<file path="config.mk">
export PLATFORM = sky130hd
export DESIGN_NAME = periodic_alarm_scheduler
export DESIGN_NICKNAME = d
export VERILOG_FILES = /design/src/design/pas_pkg.sv /design/src/design/pas_dp.sv /design/src/design/pas_ctrl.sv /design/src/design/periodic_alarm_scheduler.sv
export VERILOG_INCLUDE_DIRS = /design/src /design/src/design
export SDC_FILE = /design/constraint.sdc
export NUM_CORES = 2
export LEC_CHECK = 0
export BUFFER_PORTS_ARGS = -buffer_cell sky130_fd_sc_hd__buf_2
export CAP_MARGIN = 15
export CORE_AREA = 2 2 410 412
export CTS_BUF_LIST = sky130_fd_sc_hd__clkbuf_2
export CTS_CLUSTER_DIAMETER = 120
export DETAILED_ROUTE_END_ITERATION = 10
export DIE_AREA = 0 0 412 414
export GPL_ROUTABILITY_DRIVEN = 0
export PLACE_DENSITY = 0.59
export SLEW_MARGIN = 20
export SYNTH_ARGS = -nofsm -noshare
export SYNTH_HDL_FRONTEND = slang
export SYNTH_SLANG_ARGS = --single-unit
</file>
<file path="constraint.sdc">
create_clock -name clock -period 14.45 [get_ports clock]
set_clock_uncertainty 0.2 [all_clocks]
set_input_delay 2.1675 -clock clock [delete_from_list [all_inputs] [get_ports clock]]
set_output_delay 2.1675 -clock clock [all_outputs]
set_load 0.05 [all_outputs]
</file>
<file path="src/design/assert_macros.svh">
// assertion helpers shared by the rtl
`ifndef ASSERT_MACROS_SVH
`define ASSERT_MACROS_SVH

`ifndef SYNTHESIS

// antecedent implies consequent in the same cycle
`define ASSERT_IMPLY(label, clk, rst, ante, cons) \
   label: assert property (@(posedge clk) disable iff (rst) (ante) |-> (cons)) \
      else $error("implication check failed");

// condition must never hold
`define ASSERT_NEVER(label, clk, rst, cond) \
   label: assert property (@(posedge clk) disable iff (rst) !(cond)) \
      else $error("forbidden condition seen");

`else

`define ASSERT_IMPLY(label, clk, rst, ante, cons)

`define ASSERT_NEVER(label, clk, rst, cond)

`endif

`endif

</file>
<file path="src/design/pas_pkg.sv">
package pas_pkg;

   localparam int ALARMS_DEF    = 16;
   localparam int MAX_FIRES_DEF = 64;

   typedef enum logic [0:0] {
      OP_LOAD = 1'b0,
      OP_TICK = 1'b1
   } pas_op_type;

   typedef enum logic [2:0] {
      ST_IDLE,
      ST_SCAN,
      ST_SETTLE,
      ST_DECIDE,
      ST_FLUSH
   } pas_state_type;

   typedef struct packed {
      pas_op_type  opcode;
      logic [3:0]  slot;
      logic [31:0] start_delay;
      logic [31:0] period;
      logic [3:0]  task_id;
      logic        has_task;
      logic [31:0] event_mask;
      logic [31:0] now_ms;
   } pas_req_type;

   typedef struct packed {
      logic [3:0]  fired_slot;
      logic [3:0]  out_task;
      logic        out_has_task;
      logic [31:0] out_mask;
      logic        last;
   } pas_rsp_type;

   // per-slot attributes written only by a load
   typedef struct packed {
      logic [31:0] interval;
      logic [3:0]  task_id;
      logic        has_task;
      logic [31:0] mask;
   } pas_attr_type;

   // controller to datapath
   typedef struct packed {
      logic load;
      logic tick;
      logic scan_init;
      logic scan_rd;
      logic fire;
      logic flush;
   } pas_cmd_type;

   // datapath to controller
   typedef struct packed {
      logic found;
      logic out_free;
      logic pend_valid;
      logic scan_done;
      logic cap_hit;
   } pas_stat_type;

endpackage

</file>
<file path="src/design/pas_dp.sv">
module pas_dp import pas_pkg::*; #(
   parameter int ALARMS    = ALARMS_DEF,
   parameter int MAX_FIRES = MAX_FIRES_DEF
) (
   input  logic         clock,
   input  logic         reset,
   input  pas_req_type  req_data,
   input  pas_cmd_type  cmd,
   output pas_stat_type stat,
   output logic         rsp_valid,
   input  logic         rsp_stall,
   output pas_rsp_type  rsp_data
);

   localparam int IW = (ALARMS > 1) ? $clog2(ALARMS) : 1;
   localparam int CW = $clog2(MAX_FIRES + 1);

   // slot memories
   logic [31:0]  dl_mem_ff   [ALARMS];
   pas_attr_type attr_mem_ff [ALARMS];

   logic [ALARMS-1:0] used_ff, used_in;
   logic [IW-1:0]     idx_ff, idx_in;
   logic              rd_vld_ff, rd_vld_in;
   logic [IW-1:0]     rd_idx_ff;
   logic [31:0]       rd_dl_ff;
   pas_attr_type      rd_attr_ff;
   logic              best_vld_ff, best_vld_in;
   logic [IW-1:0]     best_idx_ff, best_idx_in;
   logic [31:0]       best_dl_ff, best_dl_in;
   pas_attr_type      best_attr_ff, best_attr_in;
   logic [31:0]       now_ff, now_in;
   logic [CW-1:0]     cnt_ff, cnt_in;
   pas_rsp_type       pend_ff, pend_in;
   logic              pend_vld_ff, pend_vld_in;
   pas_rsp_type       rsp_ff, rsp_in;
   logic              rsp_vld_ff, rsp_vld_in;

   logic          ld_ok;
   logic [IW-1:0] ld_idx;
   logic [31:0]   ld_dl;
   logic          take;
   logic          push;

   // load decode
   assign ld_ok  = ({28'd0, req_data.slot} < 32'(ALARMS));
   assign ld_idx = IW'(req_data.slot);
   assign ld_dl  = (req_data.start_delay != 32'd0) ? req_data.start_delay : req_data.period;

   // memory write and registered scan read
   always_ff @(posedge clock) begin
      if (cmd.load && ld_ok) begin
         dl_mem_ff[ld_idx]   <= ld_dl;
         attr_mem_ff[ld_idx] <= '{interval: req_data.period, task_id: req_data.task_id,
                                  has_task: req_data.has_task, mask: req_data.event_mask};
      end else if (cmd.fire) begin
         dl_mem_ff[best_idx_ff] <= best_dl_ff + best_attr_ff.interval;
      end
      rd_dl_ff   <= dl_mem_ff[idx_ff];
      rd_attr_ff <= attr_mem_ff[idx_ff];
      rd_idx_ff  <= idx_ff;
   end

   // running minimum, strict compare keeps the lowest slot on ties
   assign take = rd_vld_ff && used_ff[rd_idx_ff] && (!best_vld_ff || (rd_dl_ff < best_dl_ff));
   assign push = (cmd.fire && pend_vld_ff) || cmd.flush;

   // next state of the datapath registers
   always_comb begin
      used_in      = used_ff;
      idx_in       = idx_ff;
      rd_vld_in    = 1'b0;
      best_vld_in  = best_vld_ff;
      best_idx_in  = best_idx_ff;
      best_dl_in   = best_dl_ff;
      best_attr_in = best_attr_ff;
      now_in       = now_ff;
      cnt_in       = cnt_ff;
      pend_in      = pend_ff;
      pend_vld_in  = pend_vld_ff;
      rsp_in       = rsp_ff;
      rsp_vld_in   = rsp_vld_ff && rsp_stall;

      if (cmd.load && ld_ok) begin
         used_in[ld_idx] = 1'b1;
      end
      if (cmd.tick) begin
         now_in = req_data.now_ms;
         cnt_in = '0;
      end
      if (take) begin
         best_vld_in  = 1'b1;
         best_idx_in  = rd_idx_ff;
         best_dl_in   = rd_dl_ff;
         best_attr_in = rd_attr_ff;
      end
      if (cmd.scan_rd) begin
         rd_vld_in = 1'b1;
         idx_in    = idx_ff + IW'(1);
      end
      if (cmd.scan_init) begin
         idx_in      = '0;
         best_vld_in = 1'b0;
      end
      // older pending firing moves out as soon as a newer one exists, or on a flush
      if (push) begin
         rsp_in      = pend_ff;
         rsp_in.last = cmd.flush;
         rsp_vld_in  = 1'b1;
      end
      if (cmd.fire) begin
         pend_in     = '{fired_slot: 4'(best_idx_ff), out_task: best_attr_ff.task_id,
                         out_has_task: best_attr_ff.has_task, out_mask: best_attr_ff.mask,
                         last: 1'b0};
         pend_vld_in = 1'b1;
         cnt_in      = cnt_ff + CW'(1);
      end else if (cmd.flush) begin
         pend_vld_in = 1'b0;
      end
   end

   // control registers
   always_ff @(posedge clock) begin
      if (reset) begin
         used_ff     <= '0;
         idx_ff      <= '0;
         rd_vld_ff   <= 1'b0;
         best_vld_ff <= 1'b0;
         cnt_ff      <= '0;
         pend_vld_ff <= 1'b0;
         rsp_vld_ff  <= 1'b0;
      end else begin
         used_ff     <= used_in;
         idx_ff      <= idx_in;
         rd_vld_ff   <= rd_vld_in;
         best_vld_ff <= best_vld_in;
         cnt_ff      <= cnt_in;
         pend_vld_ff <= pend_vld_in;
         rsp_vld_ff  <= rsp_vld_in;
      end
   end

   // payload registers
   always_ff @(posedge clock) begin
      best_idx_ff  <= best_idx_in;
      best_dl_ff   <= best_dl_in;
      best_attr_ff <= best_attr_in;
      now_ff       <= now_in;
      pend_ff      <= pend_in;
      rsp_ff       <= rsp_in;
   end

   // status back to the controller
   assign stat.found      = best_vld_ff && (best_dl_ff <= now_ff);
   assign stat.out_free   = !rsp_vld_ff || !rsp_stall;
   assign stat.pend_valid = pend_vld_ff;
   assign stat.scan_done  = (idx_ff == IW'(ALARMS - 1));
   assign stat.cap_hit    = (cnt_ff == CW'(MAX_FIRES - 1));

   assign rsp_valid = rsp_vld_ff;
   assign rsp_data  = rsp_ff;

endmodule

</file>
<file path="src/design/pas_ctrl.sv">
module pas_ctrl import pas_pkg::*; (
   input  logic         clock,
   input  logic         reset,
   input  logic         req_valid,
   input  pas_op_type   req_op,
   output logic         req_stall,
   input  pas_stat_type stat,
   output pas_cmd_type  cmd
);

   pas_state_type state_ff, state_in;

   // next state
   always_comb begin
      state_in = state_ff;
      unique case (state_ff)
         ST_IDLE: begin
            if (req_valid && (req_op == OP_TICK)) begin
               state_in = ST_SCAN;
            end
         end
         ST_SCAN: begin
            if (stat.scan_done) begin
               state_in = ST_SETTLE;
            end
         end
         ST_SETTLE: begin
            state_in = ST_DECIDE;
         end
         ST_DECIDE: begin
            if (stat.found) begin
               if (!stat.pend_valid || stat.out_free) begin
                  state_in = stat.cap_hit ? ST_FLUSH : ST_SCAN;
               end
            end else begin
               state_in = stat.pend_valid ? ST_FLUSH : ST_IDLE;
            end
         end
         ST_FLUSH: begin
            if (stat.out_free) begin
               state_in = ST_IDLE;
            end
         end
         default: begin
            state_in = ST_IDLE;
         end
      endcase
   end

   // outputs
   always_comb begin
      cmd       = '0;
      req_stall = 1'b1;
      unique case (state_ff)
         ST_IDLE: begin
            req_stall = 1'b0;
            if (req_valid) begin
               if (req_op == OP_TICK) begin
                  cmd.tick      = 1'b1;
                  cmd.scan_init = 1'b1;
               end else begin
                  cmd.load = 1'b1;
               end
            end
         end
         ST_SCAN: begin
            cmd.scan_rd = 1'b1;
         end
         ST_SETTLE: begin
         end
         ST_DECIDE: begin
            if (stat.found && (!stat.pend_valid || stat.out_free)) begin
               cmd.fire      = 1'b1;
               cmd.scan_init = !stat.cap_hit;
            end
         end
         ST_FLUSH: begin
            cmd.flush = stat.out_free;
         end
         default: begin
         end
      endcase
   end

   always_ff @(posedge clock) begin
      if (reset) begin
         state_ff <= ST_IDLE;
      end else begin
         state_ff <= state_in;
      end
   end

endmodule

</file>
<file path="src/design/periodic_alarm_scheduler.sv">
// periodic alarm scheduler
// req channel: one beat is either a load (opcode 0) that writes an alarm slot's
//   period, start delay, task, task flag and event mask, or a tick (opcode 1)
//   carrying the current time in ms.
// rsp channel: one beat per alarm firing, last set on the final firing of a tick.
// a load gives no beat. a tick scans the deadline memory one slot per cycle;
//   each firing takes a full scan, then the settle and decide states. a tick
//   ends when a scan finds no alarm due or when the MAX_FIRES cap is reached.
//   firings beyond the cap wait for the next tick.
// each result beat appears one firing behind its scan, since last is known
//   only after the following scan.
// req_stall is high whenever a tick is being worked on.
// when rsp_stall is high, the output register holds its beat; the block still
//   scans, but waits in decide or flush until its one pending firing can move out.
// reset (synchronous) empties all slots and drops any pending beats; the
//   slot memories themselves are not cleared.
`include "assert_macros.svh"

module periodic_alarm_scheduler import pas_pkg::*; #(
   parameter int ALARMS    = ALARMS_DEF,
   parameter int MAX_FIRES = MAX_FIRES_DEF
) (
   input  logic        clock,
   input  logic        reset,
   input  logic        req_valid,
   output logic        req_stall,
   input  pas_req_type req_data,
   output logic        rsp_valid,
   input  logic        rsp_stall,
   output pas_rsp_type rsp_data
);

   pas_cmd_type  cmd;
   pas_stat_type stat;
   logic         push_out;

   pas_ctrl u_ctrl (
      .clock     (clock),
      .reset     (reset),
      .req_valid (req_valid),
      .req_op    (req_data.opcode),
      .req_stall (req_stall),
      .stat      (stat),
      .cmd       (cmd)
   );

   pas_dp #(
      .ALARMS    (ALARMS),
      .MAX_FIRES (MAX_FIRES)
   ) u_dp (
      .clock     (clock),
      .reset     (reset),
      .req_data  (req_data),
      .cmd       (cmd),
      .stat      (stat),
      .rsp_valid (rsp_valid),
      .rsp_stall (rsp_stall),
      .rsp_data  (rsp_data)
   );

   // a pending firing moves into the output register
   assign push_out = cmd.flush || (cmd.fire && stat.pend_valid);

   // checks
   `ASSERT_NEVER(a_push_into_full, clock, reset, push_out && rsp_valid && rsp_stall)
   `ASSERT_IMPLY(a_fire_only_due, clock, reset, cmd.fire, stat.found)
   `ASSERT_IMPLY(a_idle_no_pending, clock, reset, !req_stall, !stat.pend_valid)

endmodule
</file>
==> results.md <==
- Outcome: finished, final reports clean
- Max_cap viols: 0
- VDD IR max: around 0.00009 V
- Layout fillers: 13,730
- Clk_lat worst skew: 1.88 ns
- CTS clk-pin slew, worst paths: approximately 0.11 ns
- GRT Overall Usage: 20.84%
- Leakage power: 26.90 nW
- Post-CTS Setup Inserts: 0
- CP endpoint kind: flip-flop
- DRT Pass-1 Iters: 7
- Async set or reset register ratio after synthesis: 0%
- Top Ports: roughly 190
- Setup violations, final: 0
- Cell taking the most area after synthesis: edfxtp_1
- Syn Area/Cell: 22.52 µm²
- Commonest non-fill, non-tap cell in the layout: edfxtp_1
- Largest cells by area after synthesis: edfxtp_1 (74%), mux4_2 (15%), dfxtp_1 (3.7%)
- Final Non-Filler Cells: 6,494
- DRC Markers: 0
- Syn Nets: roughly 3,500
- Area growth, synth to finish: 11.27%
- Post-Syn Instances: 3,308
- Commonest non-fill, non-tap cells in the layout: edfxtp_1 (1,836), clkbuf_2 (748), mux4_2 (510), buf_2 (185), dfxtp_1 (135)
- Core Box Area: 166,300 µm²
- Critical Path RT: 15.67 ns
- Rows: 150
- TNS Setup: 0 ns
- HP Class: flip-flop to flip-flop
- Crit path DAT: 7.10 ns
- Clock Sinks: 1,975
- Total gr overflow: 0
- Ys flop type: edfxtp_1
- Worst Max-Slew Pin Slew: 1.227 ns
- Vias in the first global route: 37,940
- Slew margin rel.: between 10% and 20%
- Pwr dens: 122.9 nW/µm²
- CTS Buf Count: between 400 and 500
- F_max: 170.0 MHz
- H-tree Lvls: 5
- Nets: 4,146
- Dpl hpwl: 96,180 µm
- Die area: 170,600 µm²
- Vias per std cell: 5.550
- Startpoint class of the critical path: flip-flop
- Global-route wire length before repair: 256,300 µm
- Root buffer cell: clkbuf_2
- Crit Path Max Fanout: 60
- Port bufs: approximately 190
- Die Y: 414 µm
- Clock buffer depth: 4
- Synth top area share: roughly 74%
- Post-synthesis register bit count: 1,975
- Unrepaired setup endpoints after global routing: false
- Initial Util: 44.79%
- Die W: 412 µm
- Slew Limit Fails: 0
- TritonCTS clock tree: built
- Total number of yosys warnings: 0
- Final hold violations: 0
- Share of post-route cells with drive strength above 1: 37.29%
- Cell area after synthesis: 74,490 µm²
- DR WL/cell: between 20 and 30 µm
- Period utilization: 40.70%
- Initial antenna violation count: 29
- Final wirelength: 176,500 µm
- Seq/Total Area, Yosys: around 78%
- Antenna viol nets, final: 0
- Placed Instances: 5,630
- Critical path class: flip-flop to flip-flop
- DR iter-0 viols: 3,068
- Pin count of the biggest net entering global routing: 133
- Tmin final: between 5 and 6 ns
- Number of synthesized flops with an enable pin: 1,836
- Vias post-DR: 36,040
- Util after Layout: 49.84%
- Synth unique cells: 64
- FF-to-FF setup slack: 8.57 ns
-- synth_stat cells (3+ instances only) --
library cell	n
edfxtp_1	1836
mux4_2	510
dfxtp_1	139
ha_1	96
a21oi_1	95
clkbuf_1	91
inv_1	80
nor2_1	72
nand2_1	51
a211oi_1	34
buf_1	32
o21ai_0	24
nand3_1	19
a21o_1	18
nand4_1	17
xnor2_1	16
xor2_1	16
nor4_1	11
or3_1	11
a31oi_1	10
nand2b_1	10
nor3_1	10
o21a_1	10
nor2b_1	9
buf_2	8
o22ai_1	8
o21bai_1	6
or2_2	6
and3_1	5
nand3b_1	5
o32ai_1	5
o31ai_1	4
a31o_2	3
and2_1	3
mux2i_1	3
o211ai_1	3
-- per-layer routing --
layer / vias to the layer above / global-route usage [%] / wire, µm
met2: 1244 / 33.63 / 87130
met3: 309 / 5.337 / 11740
li1: 15450 / - / -
met5: - / 0 / 203
met1: 19000 / 27.58 / 72670
met4: 34 / 7.287 / 4718
-- stage by stage --
stage | hold slack [ns] | setup slack [ns] | total power, mW | area (µm²)
finish | 0.1456 | 8.569 | 10.18 | 82880
global route | 0.1213 | 8.304 | 10.64 | 82870
CTS | 0.004550 | 8.533 | 10.33 | 82800
detailed placement | 0.1887 | 8.438 | 6.822 | 78590
global placement | 0.1860 | 8.586 | 6.815 | 78590
floorplan | 0.1290 | 4.233 | 6.655 | 74490
-- final timing paths --
| check | from | endpoint | cells after the start |
|---|---|---|---|
| max reg2reg | u_dp.best_dl_ff[15]$_DFFE_PP_ | u_dp.dl_mem_ff[12][11]$_DFFE_PP_ | 10 |
| min | u_dp.rd_dl_ff[28]$_DFF_P_ | u_dp.best_dl_ff[28]$_DFFE_PP_ | 0 |
| min reg2reg | u_dp.rd_dl_ff[28]$_DFF_P_ | u_dp.best_dl_ff[28]$_DFFE_PP_ | 0 |
| max | u_dp.best_dl_ff[15]$_DFFE_PP_ | u_dp.dl_mem_ff[12][11]$_DFFE_PP_ | 10 |
-- worst max-delay path, stage by stage, from the launching register on --
cell and delay (ns):
edfxtp_1 0.46, ha_1 0.34, nand4_1 0.19, nor4_1 0.80, a41o_1 0.36, o2111ai_4 0.17
or2_4 0.40, inv_6 0.44, buf_4 0.86, a211oi_1 0.24, a21oi_1 0.87
-- cells by family (layout without fill, tap and decap cells) --
| family | after synthesis | count (layout) | share of synthesized area [%] |
|---|---|---|---|
| xor gates and xnor gates | 32 | 32 | 0.3763 |
| buffers and inverters | 212 | 1187 | 1.082 |
| adders and majority gates | 97 | 97 | 1.639 |
| DFF | 1975 | 1975 | 77.75 |
| muxes | 513 | 513 | 15.46 |
| and+or+nand+nor | 241 | 241 | 1.621 |
| other | 0 | 7 | 0 |
| AOI/OAI and AO/OA | 238 | 238 | 2.068 |
-- timing repair --
action / in CTS / in global routing
hold endpoints to repair: 2 / 0
gates resized for setup: 0 / 0
hold buffers: 2 / 0
-- where the power goes --
| group | leakage [nW] | internal [mW] | switching, mW |
|---|---|---|---|
| Combinational | 5.89 | 0.158 | 0.226 |
| Sequential | 17.7 | 6.28 | 0.0184 |
| Clock | 3.31 | 1.37 | 2.13 |
| Total | 26.9 | 7.81 | 2.37 |
-- state kept, by name (all words and copies together) (netlist names), 41 cells and up --
signal             cells
u_dp.best_attr_ff     69
u_dp.attr_mem_ff    1104
u_dp.rsp_data         42
u_dp.rd_attr_ff       69
u_dp.pend_ff          41
u_dp.dl_mem_ff       512
-- final cells by class --
class | instances | area [µm²] | area share, %
repair buffers | 251 | 1476 | 1.781
well taps | 2204 | 2758 | 3.327
clock inverters | 107 | 445.4 | 0.5374
flip-flops and latches | 1975 | 57930 | 69.89
inverters | 81 | 309.0 | 0.3729
multi-input cells | 1121 | 16200 | 19.55
diodes | 7 | 17.52 | 0.02113
clock buffers | 748 | 3744 | 4.517
Power figures use the tool's default switching activity.
